## config.mk

```make
export PLATFORM = sky130hd
export DESIGN_NAME = gesture_hold_confirm_unit
export DESIGN_NICKNAME = d
export VERILOG_FILES = /design/src/hdl/ghc_pkg.sv /design/src/hdl/ghc_regs.sv /design/src/hdl/ghc_in_stage.sv /design/src/hdl/ghc_core.sv /design/src/hdl/ghc_out_stage.sv /design/src/hdl/gesture_hold_confirm_unit.sv
export VERILOG_INCLUDE_DIRS = /design/src /design/src/hdl
export SDC_FILE = /design/constraint.sdc
export NUM_CORES = 1
export LEC_CHECK = 0
export BUFFER_PORTS_ARGS = -buffer_cell sky130_fd_sc_hd__buf_2
export CAP_MARGIN = 10
export CORE_UTILIZATION = 45
export DETAILED_ROUTE_END_ITERATION = 8
export PLACE_DENSITY_LB_ADDON = 0.1
export SYNTH_ARGS = -nofsm -noshare
export SYNTH_HDL_FRONTEND = slang
export SYNTH_SLANG_ARGS = --single-unit
export TNS_END_PERCENT = 100
```

## constraint.sdc

```tcl
create_clock -name aclk -period 8.6 [get_ports aclk]
set_clock_uncertainty 0.2 [all_clocks]
set_input_delay 0.43 -clock aclk [delete_from_list [all_inputs] [get_ports aclk]]
set_output_delay 0.43 -clock aclk [all_outputs]
set_load 0.1 [all_outputs]
```

## src/hdl/gesture_hold_confirm_unit_defines.svh

```systemverilog
// Assertion macros shared by the gesture hold confirm unit.
`ifndef GESTURE_HOLD_CONFIRM_UNIT_DEFINES_SVH
`define GESTURE_HOLD_CONFIRM_UNIT_DEFINES_SVH

`ifndef SYNTH
`define GHC_ASSERT(label, prop) \
    label: assert property (@(posedge aclk) disable iff (!aresetn) prop) \
        else $error("assertion failed");
`define GHC_ASSERT_IMPL(label, cond, expr) \
    label: assert property (@(posedge aclk) disable iff (!aresetn) (cond) |-> (expr)) \
        else $error("implication failed");
`define GHC_ASSERT_NEXT(label, cond, expr) \
    label: assert property (@(posedge aclk) disable iff (!aresetn) (cond) |=> (expr)) \
        else $error("next-cycle check failed");
`else
`define GHC_ASSERT(label, prop)
`define GHC_ASSERT_IMPL(label, cond, expr)
`define GHC_ASSERT_NEXT(label, cond, expr)
`endif

`endif

```

## src/hdl/ghc_pkg.sv

```systemverilog
`default_nettype none

package ghc_pkg;

    localparam logic [2:0]        GESTURE_NIL    = 3'd7;
    localparam logic signed [3:0] CONFIRMED_NONE = -4'sd1;
    localparam logic [3:0]        GESTURE_ABORT  = 4'd0;
    localparam logic [3:0]        GESTURE_MAX    = 4'd4;
    localparam logic [15:0]       HOLD_TIME_RESET  = 16'd1000;
    localparam logic [15:0]       LOST_GRACE_RESET = 16'd500;
    localparam int                PADDR_W = 3;
    localparam int                PDATA_W = 32;

    typedef enum logic [0:0] {
        REG_HOLD_TIME  = 1'b0,
        REG_LOST_GRACE = 1'b1
    } reg_idx_t;

    typedef struct packed {
        logic [15:0] hold_time_ms;
        logic [15:0] lost_grace_ms;
    } cfg_t;

    typedef struct packed {
        logic [31:0]       now_ms;
        logic              act_enable;
        logic signed [3:0] gesture;
        logic              hand_present;
        logic              controller_busy;
        logic              controller_accepts;
    } item_t;

    typedef struct packed {
        logic              abort_request;
        logic              fire_request;
        logic signed [3:0] confirmed_gesture;
    } result_t;

endpackage

`default_nettype wire

```

## src/hdl/ghc_regs.sv

```systemverilog
`default_nettype none

module ghc_regs (
    input  wire logic                        aclk,
    input  wire logic                        aresetn,
    input  wire logic                        psel,
    input  wire logic                        penable,
    input  wire logic                        pwrite,
    input  wire logic [ghc_pkg::PADDR_W-1:0] paddr,
    input  wire logic [ghc_pkg::PDATA_W-1:0] pwdata,
    output logic      [ghc_pkg::PDATA_W-1:0] prdata,
    output logic                             pready,
    output ghc_pkg::cfg_t                    cfg
);
    import ghc_pkg::*;

    logic [15:0] hold_time_reg;
    logic [15:0] hold_time_next;
    logic [15:0] lost_grace_reg;
    logic [15:0] lost_grace_next;
    logic        wr_en;
    reg_idx_t    idx;

    assign idx    = reg_idx_t'(paddr[2]);
    assign wr_en  = psel && penable && pwrite;
    assign pready = 1'b1;

    always_comb begin
        hold_time_next  = hold_time_reg;
        lost_grace_next = lost_grace_reg;
        if (wr_en) begin
            case (idx)
                REG_HOLD_TIME:  hold_time_next  = pwdata[15:0];
                REG_LOST_GRACE: lost_grace_next = pwdata[15:0];
                default: ;
            endcase
        end
    end

    always_ff @(posedge aclk) begin
        if (!aresetn) begin
            hold_time_reg  <= HOLD_TIME_RESET;
            lost_grace_reg <= LOST_GRACE_RESET;
        end else begin
            hold_time_reg  <= hold_time_next;
            lost_grace_reg <= lost_grace_next;
        end
    end

    always_comb begin
        case (idx)
            REG_HOLD_TIME:  prdata = {16'd0, hold_time_reg};
            REG_LOST_GRACE: prdata = {16'd0, lost_grace_reg};
            default:        prdata = '0;
        endcase
    end

    assign cfg.hold_time_ms  = hold_time_reg;
    assign cfg.lost_grace_ms = lost_grace_reg;

endmodule

`default_nettype wire

```

## src/hdl/ghc_in_stage.sv

```systemverilog
`default_nettype none

module ghc_in_stage (
    input  wire logic           aclk,
    input  wire logic           aresetn,
    input  wire logic           s_valid,
    output logic                s_ready,
    input  wire ghc_pkg::item_t s_item,
    input  wire logic           advance,
    output logic                item_valid,
    output ghc_pkg::item_t      item
);
    import ghc_pkg::*;

    logic  valid_reg;
    logic  valid_next;
    item_t item_reg;
    logic  load;

    assign s_ready = !valid_reg || advance;
    assign load    = s_valid && s_ready;

    always_comb begin
        valid_next = valid_reg;
        if (load) begin
            valid_next = 1'b1;
        end else if (advance) begin
            valid_next = 1'b0;
        end
    end

    always_ff @(posedge aclk) begin
        if (!aresetn) begin
            valid_reg <= 1'b0;
        end else begin
            valid_reg <= valid_next;
        end
    end

    always_ff @(posedge aclk) begin
        if (load) begin
            item_reg <= s_item;
        end
    end

    assign item_valid = valid_reg;
    assign item       = item_reg;

endmodule

`default_nettype wire

```

## src/hdl/ghc_core.sv

```systemverilog
`default_nettype none
`include "gesture_hold_confirm_unit_defines.svh"

module ghc_core (
    input  wire logic           aclk,
    input  wire logic           aresetn,
    input  wire ghc_pkg::cfg_t  cfg,
    input  wire logic           advance,
    input  wire ghc_pkg::item_t item,
    output ghc_pkg::result_t    result
);
    import ghc_pkg::*;

    logic [2:0]  cand_reg;
    logic [2:0]  cand_next;
    logic [31:0] hold_start_reg;
    logic [31:0] hold_start_next;
    logic        hold_valid_reg;
    logic        hold_valid_next;
    logic [31:0] lost_start_reg;
    logic [31:0] lost_start_next;
    logic        lost_valid_reg;
    logic        lost_valid_next;
    logic [2:0]  last_fired_reg;
    logic [2:0]  last_fired_next;

    logic [3:0]  graw;
    logic [2:0]  g3;
    logic        frame_live;
    logic [31:0] lost_eff;
    logic [31:0] hold_eff;
    logic [31:0] lost_diff;
    logic [31:0] hold_diff;
    logic        gone;
    logic        held;
    logic        confirmed;

    assign graw       = item.gesture;
    assign g3         = graw[2:0];
    assign frame_live = item.act_enable && (graw <= GESTURE_MAX);
    assign lost_eff   = lost_valid_reg ? lost_start_reg : item.now_ms;
    assign hold_eff   = hold_valid_reg ? hold_start_reg : item.now_ms;
    assign lost_diff  = item.now_ms - lost_eff;
    assign hold_diff  = item.now_ms - hold_eff;
    assign gone       = !item.hand_present && (lost_diff >= {16'd0, cfg.lost_grace_ms});
    assign held       = hold_diff >= {16'd0, cfg.hold_time_ms};

    always_comb begin
        cand_next       = cand_reg;
        hold_start_next = hold_start_reg;
        hold_valid_next = hold_valid_reg;
        lost_start_next = lost_start_reg;
        lost_valid_next = lost_valid_reg;
        last_fired_next = last_fired_reg;
        confirmed       = 1'b0;
        result.abort_request     = 1'b0;
        result.fire_request      = 1'b0;
        result.confirmed_gesture = CONFIRMED_NONE;
        if (!frame_live) begin
            last_fired_next = GESTURE_NIL;
        end else if (graw == GESTURE_ABORT) begin
            last_fired_next      = GESTURE_NIL;
            result.abort_request = 1'b1;
        end else begin
            if (item.hand_present) begin
                lost_valid_next = 1'b0;
            end else begin
                lost_start_next = lost_eff;
                lost_valid_next = 1'b1;
            end
            if (gone) begin
                cand_next       = GESTURE_NIL;
                hold_valid_next = 1'b0;
            end else if (g3 != cand_reg) begin
                cand_next       = g3;
                hold_start_next = item.now_ms;
                hold_valid_next = 1'b1;
            end else begin
                hold_start_next = hold_eff;
                hold_valid_next = 1'b1;
                confirmed       = held;
            end
            if (!confirmed) begin
                last_fired_next = GESTURE_NIL;
            end else begin
                result.confirmed_gesture = {1'b0, g3};
                if ((g3 != last_fired_reg) && !item.controller_busy) begin
                    result.fire_request = 1'b1;
                    if (item.controller_accepts) begin
                        last_fired_next = g3;
                    end
                end
            end
        end
    end

    always_ff @(posedge aclk) begin
        if (!aresetn) begin
            cand_reg       <= GESTURE_NIL;
            hold_valid_reg <= 1'b0;
            lost_valid_reg <= 1'b0;
            last_fired_reg <= GESTURE_NIL;
        end else if (advance) begin
            cand_reg       <= cand_next;
            hold_valid_reg <= hold_valid_next;
            lost_valid_reg <= lost_valid_next;
            last_fired_reg <= last_fired_next;
        end
    end

    always_ff @(posedge aclk) begin
        if (advance) begin
            hold_start_reg <= hold_start_next;
            lost_start_reg <= lost_start_next;
        end
    end

    `GHC_ASSERT_NEXT(a_clear_on_idle_frame, advance && !frame_live,
        last_fired_reg == GESTURE_NIL)
    `GHC_ASSERT_NEXT(a_mark_on_accept,
        advance && result.fire_request && item.controller_accepts,
        last_fired_reg == $past(g3))
    `GHC_ASSERT_NEXT(a_lost_timer_armed, advance && frame_live && (graw != GESTURE_ABORT)
        && !item.hand_present, lost_valid_reg)
    `GHC_ASSERT(a_mark_needs_candidate,
        (last_fired_reg == GESTURE_NIL) || (last_fired_reg == cand_reg))

endmodule

`default_nettype wire

```

## src/hdl/ghc_out_stage.sv

```systemverilog
`default_nettype none
`include "gesture_hold_confirm_unit_defines.svh"

module ghc_out_stage (
    input  wire logic             aclk,
    input  wire logic             aresetn,
    input  wire logic             item_valid,
    input  wire ghc_pkg::result_t result,
    output logic                  advance,
    output logic                  m_valid,
    input  wire logic             m_ready,
    output ghc_pkg::result_t      m_result
);
    import ghc_pkg::*;

    logic    valid_reg;
    logic    valid_next;
    result_t result_reg;

    assign advance = item_valid && (!valid_reg || m_ready);

    always_comb begin
        valid_next = valid_reg;
        if (advance) begin
            valid_next = 1'b1;
        end else if (m_ready) begin
            valid_next = 1'b0;
        end
    end

    always_ff @(posedge aclk) begin
        if (!aresetn) begin
            valid_reg <= 1'b0;
        end else begin
            valid_reg <= valid_next;
        end
    end

    always_ff @(posedge aclk) begin
        if (advance) begin
            result_reg <= result;
        end
    end

    assign m_valid  = valid_reg;
    assign m_result = result_reg;

    `GHC_ASSERT_IMPL(a_abort_excludes_fire, valid_reg,
        !(result_reg.abort_request && result_reg.fire_request))
    `GHC_ASSERT_IMPL(a_fire_has_gesture, valid_reg && result_reg.fire_request,
        result_reg.confirmed_gesture != CONFIRMED_NONE)

endmodule

`default_nettype wire

```

## src/hdl/gesture_hold_confirm_unit.sv

```systemverilog
// Gesture hold confirm unit.
// Input channel (s_valid/s_ready): one word per classified frame with time stamp,
// enable flag, gesture id, hand presence and the action unit's busy/accept flags.
// Result channel (m_valid/m_ready): one word per input word with abort request,
// fire request and the confirmed gesture (-1 when none), in input order.
// Configuration: APB port, hold_time_ms at address 0, lost_grace_ms at address 4,
// 16 bits each; pready is always high. Write only while the block is idle.
// Processing: an accepted word waits in the input register and moves into the
// result register when that one is empty or m_ready is high; m_valid then rises.
// Throughput: one word per cycle if m_ready is high; the per-frame state update is
// a single pass of two 32-bit subtract-and-compare paths between input and result registers.
// Reset (aresetn low, synchronous): both stages empty, no candidate, no hold,
// no lost timer, no last-fired mark, registers back to 1000 and 500.
// Receiver stall: the result register holds, the input register takes one more word
// only if it is empty, and s_ready then stays low until m_ready returns.
`default_nettype none

module gesture_hold_confirm_unit (
    input  wire logic                        aclk,
    input  wire logic                        aresetn,
    input  wire logic                        psel,
    input  wire logic                        penable,
    input  wire logic                        pwrite,
    input  wire logic [ghc_pkg::PADDR_W-1:0] paddr,
    input  wire logic [ghc_pkg::PDATA_W-1:0] pwdata,
    output logic      [ghc_pkg::PDATA_W-1:0] prdata,
    output logic                             pready,
    input  wire logic                        s_valid,
    output logic                             s_ready,
    input  wire logic [31:0]                 s_now_ms,
    input  wire logic                        s_act_enable,
    input  wire logic signed [3:0]           s_gesture,
    input  wire logic                        s_hand_present,
    input  wire logic                        s_controller_busy,
    input  wire logic                        s_controller_accepts,
    output logic                             m_valid,
    input  wire logic                        m_ready,
    output logic                             m_abort_request,
    output logic                             m_fire_request,
    output logic signed [3:0]                m_confirmed_gesture
);
    import ghc_pkg::*;

    cfg_t    cfg;
    item_t   s_item;
    item_t   item;
    logic    item_valid;
    logic    advance;
    result_t result;
    result_t m_result;

    assign s_item.now_ms             = s_now_ms;
    assign s_item.act_enable         = s_act_enable;
    assign s_item.gesture            = s_gesture;
    assign s_item.hand_present       = s_hand_present;
    assign s_item.controller_busy    = s_controller_busy;
    assign s_item.controller_accepts = s_controller_accepts;

    ghc_regs u_regs (
        .aclk    (aclk),
        .aresetn (aresetn),
        .psel    (psel),
        .penable (penable),
        .pwrite  (pwrite),
        .paddr   (paddr),
        .pwdata  (pwdata),
        .prdata  (prdata),
        .pready  (pready),
        .cfg     (cfg)
    );

    ghc_in_stage u_in (
        .aclk       (aclk),
        .aresetn    (aresetn),
        .s_valid    (s_valid),
        .s_ready    (s_ready),
        .s_item     (s_item),
        .advance    (advance),
        .item_valid (item_valid),
        .item       (item)
    );

    ghc_core u_core (
        .aclk    (aclk),
        .aresetn (aresetn),
        .cfg     (cfg),
        .advance (advance),
        .item    (item),
        .result  (result)
    );

    ghc_out_stage u_out (
        .aclk       (aclk),
        .aresetn    (aresetn),
        .item_valid (item_valid),
        .result     (result),
        .advance    (advance),
        .m_valid    (m_valid),
        .m_ready    (m_ready),
        .m_result   (m_result)
    );

    assign m_abort_request     = m_result.abort_request;
    assign m_fire_request      = m_result.fire_request;
    assign m_confirmed_gesture = m_result.confirmed_gesture;

endmodule

`default_nettype wire
```

Yosys cells after proc, flatten, opt, wreduce, memory -nomap -nowiden --
Cells that the tools add are included.
Storage, ports and cells: register bits 152, output and inout bits 41
Operators by class: $add $sub $neg 2, $lt $le $gt $ge 3, equal/unequal tests 4, mux-type cells 24, bitwise operators 6, reductions and logical operators 26
Operator list (count):
- 2-to-1 mux 32 bit | 3
- >= comparator 32 x 16 -> 1 bit | 2
- case mux 32 bit (2 select lines) | 1
- subtractor 32 bit | 2
- 2-to-1 mux 3 bit | 7
- 2-to-1 mux 1 bit | 12
- AND reduction 4 bit | 3
- inequality test 4 bit, second input constant | 2
- logical AND 1 bit | 7
- inequality test 3 bit | 2
- inverter 1 bit | 6
- AND reduction 3 bit | 2
- nonzero test 2 bit | 3
- less-or-equal comparator 4 x 3 -> 1 bit, second input constant | 1
- zero test 1 bit | 4
- zero test 4 bit | 1
- 2-to-1 mux 4 bit | 1
- AND reduction 2 bit | 2
- OR reduction 3 bit | 1
- logical OR 1 bit | 2
- OR reduction 2 bit | 1

Logic depth before layout (Yosys ltp) --
Gate-level depths: netlist of the first run.
depth in word-level cells 10, gate-level depth with buffers 25

Hierarchy --
From an unflattened synthesis of the first run, not the netlist that was laid out.
Second synthesis, totals: cell total of the unflattened synthesis 1225, area total of the unflattened synthesis 11446.0 um2
By module, submodules not included:
- ghc_core | times used 1, cells each 1005, area an instance 8306.7 um2, seq. area each 2082.0 um2
- ghc_regs | times used 1, cells each 165, area an instance 1652.8 um2, seq. area each 640.6 um2
- ghc_in_stage | times used 1, cells each 45, area an instance 1258.7 um2, seq. area each 1221.2 um2
- ghc_out_stage | times used 1, cells each 10, area an instance 227.7 um2, seq. area each 200.2 um2

Worst setup path before layout of the first run --
Ideal clock, no wire load.
path type reg2reg, from register u_core.lost_valid_reg, to register u_core.hold_start_reg[0] (enable), arrival time 6.118 ns, path slack 1.859 ns, cell stages (with the launch flop) 24, path buffers 2, path through dfxtp_1 clkbuf_1 buf_1 o21ai_0 ha_1 fa_1 nor2b_1 o211a_1 nor2_1 o21ai_0 a21o_1 a21oi_1 xnor2_1 ha_1 a21o_1 a21oi_1 o221ai_1 a2111oi_0 nand2_1 a2111oi_1 nand4_1 nor4_2 a21oi_2 nor2_1
On the way: cells in the longest elaborated chain, start to end 6
RTL lines:
- start: declaration | line ghc_core.sv:22 | logic lost_valid_reg;
- start signal: assignment | line ghc_core.sv:106 | lost_valid_reg <= lost_valid_next;
- 2-to-1 mux 32 bit | line ghc_core.sv:41 | assign lost_eff = lost_valid_reg ? lost_start_reg : item.now_ms;
- net u_core.lost_eff[0] | line ghc_core.sv:30 | logic [31:0] lost_eff;
- subtractor 32 bit | line ghc_core.sv:43 | assign lost_diff = item.now_ms - lost_eff;
- >= comparator 32 x 16 -> 1 bit | line ghc_core.sv:45 | assign gone = !item.hand_present && (lost_diff >= {16'd0, cfg.lost_grace_ms});
- logical AND 1 bit | line ghc_core.sv:45
- inverter 1 bit (no line)
- AND reduction 4 bit (no line)
- end signal: assignment | line ghc_core.sv:113 | hold_start_reg <= hold_start_next;
- end: declaration | line ghc_core.sv:16 | logic [31:0] hold_start_reg;
The timed path passes the listed nets, and every way through them passes these cells. A chain may end at the register's enable or synchronous reset.

Final worst setup path of the first run --
from register u_core.lost_valid_reg, to register u_core.hold_start_reg[10] (enable)
Same word-level chain as after synthesis.

==> results of run 1 <==
-- worst register-to-register path: stages, from the launching register on --
cell       delay [ns]
dfxtp_2          0.88
o21ai_0          0.30
ha_1             0.28
fa_1             0.43
nor2b_1          0.18
o211a_1          0.22
nor2_1           0.08
o21ai_0          0.29
a21o_1           0.16
a21oi_1          0.07
xnor2_1          0.14
ha_1             0.31
a21o_1           0.16
a21oi_1          0.21
o221ai_1         0.14
a2111oi_0        0.31
nand2_1          0.09
a2111oi_1        0.34
nand4_1          0.20
nor4_2           0.54
a21oi_2          0.27
nor2_4           0.94
-- layout by cell type (no fill, tap or decap), drive strengths merged, types with 15 or more instances in the layout --
cell and count:
a21o 19, a21oi 125, buf 93, clkbuf 18
conb 17, dfxtp 42, dlygate4sd3 41, edfxtp 110
ha 98, inv 93, mux2i 65, nand2 137
nand4 22, nor2 89, nor3 30, nor4 15
o211ai 26, o21ai 67, xnor2 21, xor2 20
-- power by group --
| group | switching [mW] | internal [mW] |
|---|---|---|
| Sequential | 0.0217 | 0.808 |
| Clock | 0.352 | 0.383 |
| Combinational | 0.371 | 0.211 |
| Total | 0.745 | 1.40 |
-- repair_timing --
item / in CTS / in global routing
hold buffers: 41 / 0
hold endpoints to repair: 41 / 0
gates resized for setup: 0 / 0
-- cell families after synthesis --
logic type / Yosys count
adder cells (fa/ha/maj): 100
buffers and inverters: 153
XOR/XNOR: 41
other: 2
multiplexers: 71
AND/OR/NAND/NOR: 371
AO/OA/AOI/OAI: 332
flip-flops: 152
-- final cells by class --
type                    count  area share [%]
clock buffers              18            3.41
well taps                 319            3.17
inverters                  83            2.47
repair buffers            134            7.07
clock inverters            14            1.01
multi-input cells         932            50.0
flip-flops and latches    152            32.9
-- metal layers --
metal / vias to the layer above / share of wire, % / wire length (um)
met2: 253 / 43 / 12700
li1: 4643 / - / -
met3: 30 / 5.1 / 1510
met4: 0 / 1.5 / 446
met1: 4342 / 50 / 14600
met5: - / 0 / 0
-- worst max-delay path by stage --
stage,start,end,depth (start not counted)
after global routing,u_core.lost_valid_reg,u_core.hold_start_reg[7],21
after global placement,u_core.lost_valid_reg,u_core.hold_start_reg[8],21
after CTS,u_core.lost_valid_reg,u_core.hold_start_reg[10],21
final,u_core.lost_valid_reg,u_core.hold_start_reg[10],21
after floorplan,u_core.lost_valid_reg,u_core.hold_start_reg[0],23
after detailed placement,u_core.lost_valid_reg,u_core.hold_start_reg[10],21
-- stage by stage --
| stage | power, mW | hold WS, ns |
|---|---|---|
| 5_1_grt | 2.25 | 0.0262 |
| 6_report | 2.15 | 0.0288 |
| 3_3_place_gp | 1.40 | 0.243 |
| 4_1_cts | 2.15 | 0.0127 |
| 3_5_place_dp | 1.40 | 0.248 |
| 2_1_floorplan | 1.28 | 0.236 |
==> impl_metrics.env, run 1 <==
export IMPL_status="complete, no violations"
export IMPL_portBuffers=87
export IMPL_final_max_slew_viol_count=0
export IMPL_ys_seq_area_share_pct=37.6
export IMPL_syn_to_final_growth_pct=14.5
export IMPL_cp_slowest_cell="nor2_4"
export IMPL_setup_viol=0
export IMPL_yosys_area_share_simple_pct=16.1
export IMPL_ys_warnings_count=0
export IMPL_syn_cell_area_um2=11000
export IMPL_finalWorstSetupSlack_ns=1.45
export IMPL_reg2reg_depth=21
export IMPL_largest_register_ffs=40
export IMPL_grt_pass1_wl_um=46800
export IMPL_stdcell_count=1652
export IMPL_cp_end_kind="flop"
export IMPL_critPathTopFamily="compound AO/OA/AOI/OAI gates"
export IMPL_fin_tns_setup_ns=0
export IMPL_r2r_end="u_core.hold_start_reg[10]"
export IMPL_synth_area_leaders="edfxtp_1 30%, ha_1 11%, dfxtp_1 7.6%"
export IMPL_io_pins=123
export IMPL_holdPathStages=3
export IMPL_yosys_area_top_type="edfxtp_1"
export IMPL_postCtsSetupBuffers=0
export IMPL_synth_top_family_by_area="compound AO/OA/AOI/OAI gates"
export IMPL_ant_nets=0
export IMPL_ys_seq_elements=152
export IMPL_route_detailed_drc=0
export IMPL_hold_class="in -> reg"
export IMPL_grt_busiest_layer="met2"
export IMPL_clk_path_buf_depth=2
export IMPL_met2_usage_pct=37.3
export IMPL_num_rows=56
export IMPL_synth_xor_area_share_pct=3.26
export IMPL_crit_path_start_kind="flop"
export IMPL_ir_drop_mv=0.0975
export IMPL_final_period_utilization_pct=83.1
export IMPL_synth_edf_count=110
export IMPL_p_leak_nw=4.91
export IMPL_cts_root_buffer="clkbuf_16"
export IMPL_core_um2=23800
export IMPL_start_util_pct=46.4
export IMPL_n_antenna_cell=0
export IMPL_synth_adder_area_share_pct=11.5
export IMPL_cap_violations=0
export IMPL_r2r_start="u_core.lost_valid_reg"
export IMPL_yosysTopAreaCellShare_pct=30.0
export IMPL_cpPeakStageDelay_ns=0.93
export IMPL_utilization_pct=53.1
export IMPL_met1_usage_pct=35.6
export IMPL_synth_top_flop_cell="edfxtp_1"
export IMPL_yosysUniqueCellTypes=75
export IMPL_path_buf_inv=0
export IMPL_hold_end="u_regs.lost_grace_reg[5]"
export IMPL_reg2reg_slack_ns=1.45
export IMPL_crit_type="reg -> reg"
export IMPL_p_per_area_nw_per_um2=170
export IMPL_yosys_top_cells_count="137 x nand2_1, 123 x a21oi_1, 110 x edfxtp_1"
export IMPL_grt_antenna_before_repair=0
export IMPL_routabilityCongestion=0.912
export IMPL_cts_clk_slew_worst_paths_ns=0.08
export IMPL_wirelength_um=29300
export IMPL_dpl_hpwl_um=21900
export IMPL_numClockSinks=152
export IMPL_nets=1502
export IMPL_die_h_um=158
export IMPL_worstHoldStart="pwdata[5]"
export IMPL_cts_buffers=17
export IMPL_nFillCells=2226
export IMPL_avgSynthCellArea_um2=9.01
export IMPL_drt_iter0_markers=587
export IMPL_grtUsageTotal_pct=24.4
export IMPL_drt_pass1_iter_count=5
export IMPL_grt_max_degree=42
export IMPL_worstPathMaxFanout=33
export IMPL_wl_per_cell_um=17.7
export IMPL_grt_overflow=0
export IMPL_synth_async_reset_ratio_pct=0
export IMPL_final_cell_area_um2=12600
export IMPL_seqCellArea_um2=4150
export IMPL_synth_compound_area_share_pct=19.0
export IMPL_slew_headroom_pct=22.3
export IMPL_cts_tree="built"
export IMPL_htreeDepth=4
export IMPL_placed_area_um2=11600
export IMPL_post_place_ws_ns=1.54
export IMPL_cp_required_ns=8.44
export IMPL_design_die_area_um2=25100
export IMPL_arrival_ns=6.99
export IMPL_num_vias=9268
export IMPL_synth_area_mux_share_pct=6.52
export IMPL_grt_pass1_vias=8698
export IMPL_synth_cells=1222
export IMPL_hold_viol=0
export IMPL_max_freq_mhz=140
export IMPL_drt_vias_per_instance=5.61
export IMPL_crit_chain="o21ai_0 -> ha_1 -> fa_1 -> nor2b_1 -> o211a_1 -> nor2_1 -> o21ai_0 -> a21o_1 -> a21oi_1 -> xnor2_1 -> ha_1 -> a21o_1 -> a21oi_1 -> o221ai_1 -> a2111oi_0 -> nand2_1 -> a2111oi_1 -> nand4_1 -> nor4_2 -> a21oi_2 -> nor2_4"
export IMPL_die_w_um=158
export IMPL_fin_crit_ns=7.15
export IMPL_drive_gt1_share_pct=11.3
export IMPL_clk_latency_ns=0.44
export IMPL_yosysMostFrequentCell="nand2_1"
export IMPL_multi_input_area_um2=6300
export IMPL_dp_cells=1579
export IMPL_rsz0062_at_grt="false"
export IMPL_timing_worst_slew_pin_value_ns=1.16
export IMPL_grtUsageMet3_pct=3.78
Power figures use the tool's default switching activity.
==> inputs of run 2 (changes only) <==
--- a/config.mk
+++ b/config.mk
@@ -6,6 +6,7 @@
 export SDC_FILE = /design/constraint.sdc
 export NUM_CORES = 1
 export LEC_CHECK = 0
+export ABC_AREA = 1
 export BUFFER_PORTS_ARGS = -buffer_cell sky130_fd_sc_hd__buf_2
 export CAP_MARGIN = 10
 export CORE_UTILIZATION = 45
==> constraint.sdc (replaced) <==
create_clock -name aclk -period 7.35 [get_ports aclk]
set_clock_uncertainty 0.2 [all_clocks]
set_input_delay 0.3675 -clock aclk [delete_from_list [all_inputs] [get_ports aclk]]
set_output_delay 0.3675 -clock aclk [all_outputs]
set_load 0.1 [all_outputs]
==> run 2 against run 1 <==
Compared with the run above: the run now ends with DRC left; sequential share of layout area down 2.9 points; critical endpoint is now u_core.hold_start_reg[9]; area after synthesis up 9.0%; largest power group unchanged; core utilization down 0.15 points.
==> impl_metrics.env, run 2 <==
export IMPL_status="complete, but fails checks"
export IMPL_violations="DRC"
export IMPL_finalWorstSetupSlack_ns=1.97
export IMPL_grt_overflow=0
export IMPL_drt_iter0_markers=657
export IMPL_nets=2043
export IMPL_final_period_utilization_pct=73.2
export IMPL_synth_xor_area_share_pct=2.33
export IMPL_hold_viol=0
export IMPL_ant_nets=0
export IMPL_die_h_um=165
export IMPL_r2r_end="u_core.hold_start_reg[9]"
export IMPL_synth_top_flop_cell="edfxtp_1"
export IMPL_cts_clk_slew_worst_paths_ns=0.07
export IMPL_largest_register_ffs=40
export IMPL_htreeDepth=4
export IMPL_grt_pass1_wl_um=50800
export IMPL_wl_met1_um=15100
export IMPL_final_cell_area_um2=13800
export IMPL_drive_gt1_share_pct=8.59
export IMPL_synth_edf_count=110
export IMPL_cts_buffers=17
export IMPL_placed_area_um2=12700
export IMPL_io_pins=123
export IMPL_core_um2=26100
export IMPL_p_per_area_nw_per_um2=192
export IMPL_ys_seq_area_share_pct=34.5
export IMPL_design_die_area_um2=27300
export IMPL_rsz0062_at_grt="false"
export IMPL_drt_pass1_iter_count=7
export IMPL_stdcell_count=2209
export IMPL_fin_tns_setup_ns=0
export IMPL_timing_worst_slew_pin_value_ns=1.06
export IMPL_holdWs_ns=0.0246
export IMPL_num_rows=59
export IMPL_cap_violations=0
export IMPL_reg2reg_depth=24
export IMPL_cp_end_kind="flop"
export IMPL_clkPwrFrac_pct=34.8
export IMPL_start_util_pct=45.9
export IMPL_synth_async_reset_ratio_pct=0
export IMPL_hold_class="in -> reg"
export IMPL_internal_power_mw=1.71
export IMPL_yosys_top_cells_count="551 x nand2_1, 317 x inv_1, 122 x o21ai_0"
export IMPL_yosys_area_share_simple_pct=27.8
export IMPL_r2r_start="u_core.lost_valid_reg"
export IMPL_final_max_slew_viol_count=0
export IMPL_hold_end="u_out.m_valid"
export IMPL_ys_warnings_count=0
export IMPL_crit_path_start_kind="flop"
export IMPL_synth_area_mux_share_pct=2.42
export IMPL_avgSynthCellArea_um2=6.93
export IMPL_power_frac_seq_pct=36.9
export IMPL_ir_drop_mv=0.142
export IMPL_yosysTopAreaCellShare_pct=27.5
export IMPL_post_place_ws_ns=1.99
export IMPL_slew_headroom_pct=29.1
export IMPL_dp_cells=2128
export IMPL_yosysMostFrequentCell="nand2_1"
export IMPL_final_cell_mix="551 x nand2_1, 316 x inv_1, 122 x o21ai_0, 120 x nor2_1, 110 x edfxtp_1"
export IMPL_yosysUniqueCellTypes=38
export IMPL_postCtsSetupBuffers=0
export IMPL_grt_antenna_before_repair=0
export IMPL_switching_share_pct=35.3
export IMPL_p_comb_share_pct=28.3
export IMPL_layout_commonest_cell="nand2_1"
export IMPL_setup_viol=0
export IMPL_clk_path_buf_depth=2
export IMPL_syn_cell_area_um2=12000
export IMPL_utilization_pct=52.9
export IMPL_fin_crit_ns=5.38
export IMPL_max_freq_mhz=186
export IMPL_top_layer="met4"
export IMPL_wirelength_um=32100
export IMPL_p_sw_mw=0.937
export IMPL_wl_met2_um=15400
export IMPL_route_detailed_drc=6
export IMPL_nFillCells=2641
export IMPL_clk_latency_ns=0.42
export IMPL_grt_pass1_vias=9974
export IMPL_portBuffers=87
export IMPL_worstHoldStart="m_ready"
export IMPL_numClockSinks=152
export IMPL_synth_top_family_by_area="simple AND/OR/NAND/NOR gates"
export IMPL_cp_required_ns=7.24
export IMPL_num_vias=10800
export IMPL_holdPathStages=4
export IMPL_synth_cells=1732
export IMPL_fin_total_pwr_mw=2.65
export IMPL_routabilityCongestion=0.972
export IMPL_grt_max_degree=63
export IMPL_ys_seq_elements=152
export IMPL_crit_type="reg -> reg"
export IMPL_met3WireLength_um=1090
export IMPL_drt_vias_per_instance=4.91
export IMPL_die_w_um=165
export IMPL_n_antenna_cell=0
export IMPL_synth_compound_area_share_pct=10.3
export IMPL_arrival_ns=5.27
export IMPL_synth_area_leaders="edfxtp_1 28%, nand2_1 17%, ha_1 10%"
export IMPL_p_leak_nw=6.96
export IMPL_yosys_area_top_type="edfxtp_1"
export IMPL_syn_to_final_growth_pct=15.2
export IMPL_synth_adder_area_share_pct=10.5
export IMPL_worstPathMaxFanout=44
export IMPL_wl_per_cell_um=14.5
export IMPL_cts_root_buffer="clkbuf_16"
export IMPL_cts_tree="built"
export IMPL_grtUsageTotal_pct=24.3
export IMPL_reg2reg_slack_ns=1.97
export IMPL_dpl_hpwl_um=25400
==> run 2: cell count changes in the layout (fill, tap and decap cells not counted), sizes merged, moves of 13 or more <==
| cell | delta |
|---|---|
| nand2 | +431 |
| inv | +235 |
| nand3 | +55 |
| o21ai | +55 |
| nor2 | +41 |
| mux2i | -36 |
| a21oi | -33 |
| o211ai | -25 |
| a21o | -17 |
| nor4 | -15 |
| xnor2 | -15 |
| nand2b | -13 |
==> run 2: cells by family after synthesis <==
family / count (synthesis)
fa+ha+maj: 100
buf+inv: 367
mux: 29
compound gates: 234
xor+xnor: 32
simple gates: 816
flops: 152
other cells: 2
==> run 2: area by class of cell <==
| class | count | area [um2] | share of cell area [%] |
|---|---|---|---|
| Timing Repair Buffer | 139 | 958 | 6.93 |
| Multi-Input combinational cell | 1228 | 6480 | 46.9 |
| Clock inverter | 14 | 179 | 1.29 |
| Tap cell | 335 | 419 | 3.03 |
| Sequential cell | 152 | 4150 | 30.0 |
| Clock buffer | 18 | 429 | 3.10 |
| Inverter | 323 | 1210 | 8.77 |
==> run 2: metal layers <==
metal  up-vias  track usage (%)
li1       5728                -
met1      4895             32.7
met2       197             41.5
met3        24             2.97
met4         0             5.29
met5         -                0
==> run 2: how the worst max path moves through the flow <==
stage	cells past startpoint	to	slack, ns	startpoint
after floorplan	27	u_core.hold_start_reg[0]	2.85	u_core.lost_valid_reg
after global placement	24	u_core.hold_start_reg[0]	2.01	u_core.lost_valid_reg
after detailed placement	24	u_core.hold_start_reg[2]	1.99	u_core.lost_valid_reg
after CTS	24	u_core.hold_start_reg[2]	1.97	u_core.lost_valid_reg
after global routing	24	u_core.hold_start_reg[9]	1.44	u_core.lost_valid_reg
final	24	u_core.hold_start_reg[9]	1.97	u_core.lost_valid_reg
==> run 2: worst max-delay path, cell delays in order, from the launching register on <==
cell and delay, ns:
dfxtp_2 0.59, buf_4 0.43, o21ai_0 0.19, ha_1 0.41
nand2_1 0.11, nor2_2 0.18, and2_1 0.16, nand2_1 0.06
nand2_2 0.10, xor2_1 0.17, ha_1 0.26, a21oi_1 0.16
nor2_1 0.05, a211oi_1 0.23, nand2_1 0.09, nor2_1 0.09
nand2_1 0.07, nor2_1 0.08, nand2_1 0.07, nor2_2 0.09
nand2_2 0.14, nand2_1 0.11, nand2_1 0.12, inv_1 0.44
buf_4 0.42
==> run 2: what timing repair did <==
action                    in CTS  in global routing
resized for setup              0                  0
hold endpoints to repair      49                  0
hold buffers                  48                  0
==> run 2: power by group through the flow <==
stage | sequential [mW] | clock [mW] | combinational (mW)
after floorplan | 0.988 | 0 | 0.560
after global placement | 0.996 | 0 | 0.714
after detailed placement | 0.996 | 0 | 0.727
after CTS | 0.977 | 0.941 | 0.751
after global routing | 0.981 | 0.971 | 0.850
final | 0.978 | 0.923 | 0.751
==> inputs of run 3 (changes only) <==
==> constraint.sdc (replaced) <==
create_clock -name aclk -period 4.82 [get_ports aclk]
set_clock_uncertainty 0.2 [all_clocks]
set_input_delay 0.241 -clock aclk [delete_from_list [all_inputs] [get_ports aclk]]
set_output_delay 0.241 -clock aclk [all_outputs]
set_load 0.1 [all_outputs]
==> run 3 against run 2 <==
Compared with the run above: critical path depth is the same; combinational power up 56%; cell area rose by 0.98%; maximum frequency rose by 20%; wire length up 2.5%; largest power group unchanged; the run still ends with DRC left; die area unchanged; first-iteration DRC count rose by 9.7%; largest cell class unchanged; sequential share of layout area is 0.25 points lower.
==> impl_metrics.env, run 3 (synthesized netlist as in run 2, its figures left out) <==
export IMPL_design_die_area_um2=27300
export IMPL_cpMostUsedCell="nand2_1"
export IMPL_die_w_um=165
export IMPL_multi_input_area_um2=6480
export IMPL_num_rows=59
export IMPL_clk_latency_ns=0.43
export IMPL_final_period_utilization_pct=92.7
export IMPL_clk_path_buf_depth=2
export IMPL_grt_pass1_vias=10200
export IMPL_fin_total_pwr_mw=3.97
export IMPL_core_um2=26100
export IMPL_start_util_pct=45.9
export IMPL_holdPathStages=2
export IMPL_cpPeakStageDelay_ns=0.54
export IMPL_reg2reg_slack_ns=0.35
export IMPL_p_sw_mw=1.44
export IMPL_status="complete, but fails checks"
export IMPL_arrival_ns=4.39
export IMPL_worstPathMaxFanout=32
export IMPL_rsz0062_at_grt="false"
export IMPL_cts_root_buffer="clkbuf_16"
export IMPL_hold_class="in -> reg"
export IMPL_numClockSinks=152
export IMPL_r2r_start="u_in.item[15]"
export IMPL_p_per_area_nw_per_um2=285
export IMPL_worstHoldStart="aresetn"
export IMPL_drt_iter0_markers=721
export IMPL_crit_chain="o21ai_0 -> ha_1 -> nand2_1 -> inv_1 -> nand2_1 -> nand2_1 -> inv_1 -> nand3_1 -> xor2_1 -> ha_1 -> a21oi_1 -> nor2_1 -> a211oi_1 -> nand2_1 -> nand2_1 -> nand2_1 -> nor2_1 -> nand2_1 -> nor2_2 -> nand2_2 -> nand2_1 -> nand2_1 -> inv_1 -> buf_12"
export IMPL_slew_headroom_pct=30.4
export IMPL_p_comb_share_pct=29.4
export IMPL_crit_path_start_kind="flop"
export IMPL_final_max_slew_viol_count=0
export IMPL_dp_cells=2136
export IMPL_seqCellArea_um2=4150
export IMPL_route_detailed_drc=6
export IMPL_die_h_um=165
export IMPL_cts_tree="built"
export IMPL_r2r_end="u_core.hold_start_reg[25]"
export IMPL_portBuffers=87
export IMPL_layout_commonest_cell="nand2_1"
export IMPL_cp_slowest_cell="edfxtp_1"
export IMPL_reg2reg_depth=24
export IMPL_max_freq_mhz=224
export IMPL_timing_worst_slew_pin_value_ns=1.04
export IMPL_drt_vias_per_instance=4.92
export IMPL_cp_end_kind="flop"
export IMPL_cts_clk_slew_worst_paths_ns=0.08
export IMPL_clkPwrFrac_pct=33.2
export IMPL_violations="DRC"
export IMPL_internal_power_mw=2.53
export IMPL_ir_drop_mv=0.171
export IMPL_largest_register_ffs=40
export IMPL_hold_viol=0
export IMPL_power_frac_seq_pct=37.4
export IMPL_grtUsageTotal_pct=24.6
export IMPL_cts_buffers=17
export IMPL_hold_end="u_core.last_fired_reg[2]"
export IMPL_final_cell_mix="551 x nand2_1, 315 x inv_1, 121 x o21ai_0, 120 x nor2_1, 110 x edfxtp_1"
export IMPL_nets=2062
export IMPL_routabilityCongestion=0.967
export IMPL_crit_start="u_in.item[15]"
export IMPL_cap_violations=0
export IMPL_drive_gt1_share_pct=9.09
export IMPL_grt_pass1_wl_um=51600
export IMPL_num_vias=11000
export IMPL_grt_antenna_before_repair=0
export IMPL_drt_pass1_iter_count=7
export IMPL_cp_required_ns=4.74
export IMPL_switching_share_pct=36.3
export IMPL_crit_type="reg -> reg"
export IMPL_fin_tns_setup_ns=0
export IMPL_ant_nets=0
export IMPL_nFillCells=2596
export IMPL_syn_to_final_growth_pct=16.3
export IMPL_fin_crit_ns=4.47
export IMPL_grt_overflow=0
export IMPL_wirelength_um=32800
export IMPL_setup_viol=0
export IMPL_io_pins=123
export IMPL_wl_per_cell_um=14.7
export IMPL_p_leak_nw=7.02
export IMPL_n_antenna_cell=0
export IMPL_dpl_hpwl_um=26000
export IMPL_stdcell_count=2228
export IMPL_htreeDepth=4
export IMPL_grt_max_degree=63
[run 3: changes by cell type in the layout (fill, tap and decap cells not counted), moves of 2 or more]
| cell | before | now |
|---|---|---|
| dfxtp_2 | 2 | 0 |
| dfxtp_4 | 0 | 2 |
| buf_4 | 3 | 12 |
| bufinv_16 | 2 | 0 |
| dlygate4sd3_1 | 48 | 58 |
[run 3: per-stage QoR]
stage	area [um2]	hold slack, ns	util, %	worst slack, ns
CTS	13900	0.0346	53.3	0.259
floorplan	12100	0.140	-	0.323
global placement	12800	0.218	48.9	0.355
global route	14000	0.0442	53.4	0.0148
finish	14000	0.0475	53.4	0.350
detailed placement	12800	0.219	48.9	0.291
[run 3: repair_timing]
| action | in CTS | in global routing |
|---|---|---|
| setup endpoints to repair | 0 | 35 |
| hold buffers | 58 | 0 |
| buffers inserted | 0 | 2 |
| resized for setup | 0 | 4 |
| endpoints found under the hold margin | 74 | 0 |
[run 3: critical path, delay by kind of cell (launching register included)]
kind	cells	cell delay, ns
buffers and inverters	4	0.48
adders and majority gates	2	0.63
AOI/OAI and AO/OA	3	0.64
xor gates and xnor gates	1	0.21
DFF	1	0.54
and+or+nand+nor	14	1.41
[run 3: worst max path at each step]
stage / endpoint / slack [ns]
5_1_grt: u_core.hold_start_reg[25] / 0.01
6_report: u_core.hold_start_reg[25] / 0.35
4_1_cts: u_core.hold_start_reg[20] / 0.26
3_3_place_gp: u_core.last_fired_reg[0] / 0.35
3_5_place_dp: u_core.hold_start_reg[26] / 0.29
2_1_floorplan: u_core.hold_start_reg[0] / 0.32
[run 3: power by group through the flow]
stage | clock network [mW] | logic [mW] | registers [mW]
after floorplan | 0 | 0.854 | 1.51
after global placement | 0 | 1.11 | 1.52
after detailed placement | 0 | 1.12 | 1.52
after CTS | 1.34 | 1.17 | 1.49
after global routing | 1.39 | 1.32 | 1.49
final | 1.32 | 1.17 | 1.49
[run 3: layout make-up]
cell class / count / area share (%)
clock buffer: 18 / 3.15
clock inverter: 14 / 0.941
inverter: 323 / 8.68
multi-input combinational: 1228 / 46.4
sequential: 152 / 29.7
tap: 335 / 3.00
timing repair buffer: 158 / 8.07
[run 3: layer usage]
metal	up-vias	global-route usage (%)	wire (um)
met5	-	0	0
met4	0	5.66	478
met3	29	3.40	1380
met2	223	42.3	15700
met1	4944	32.7	15300
li1	5769	-	-
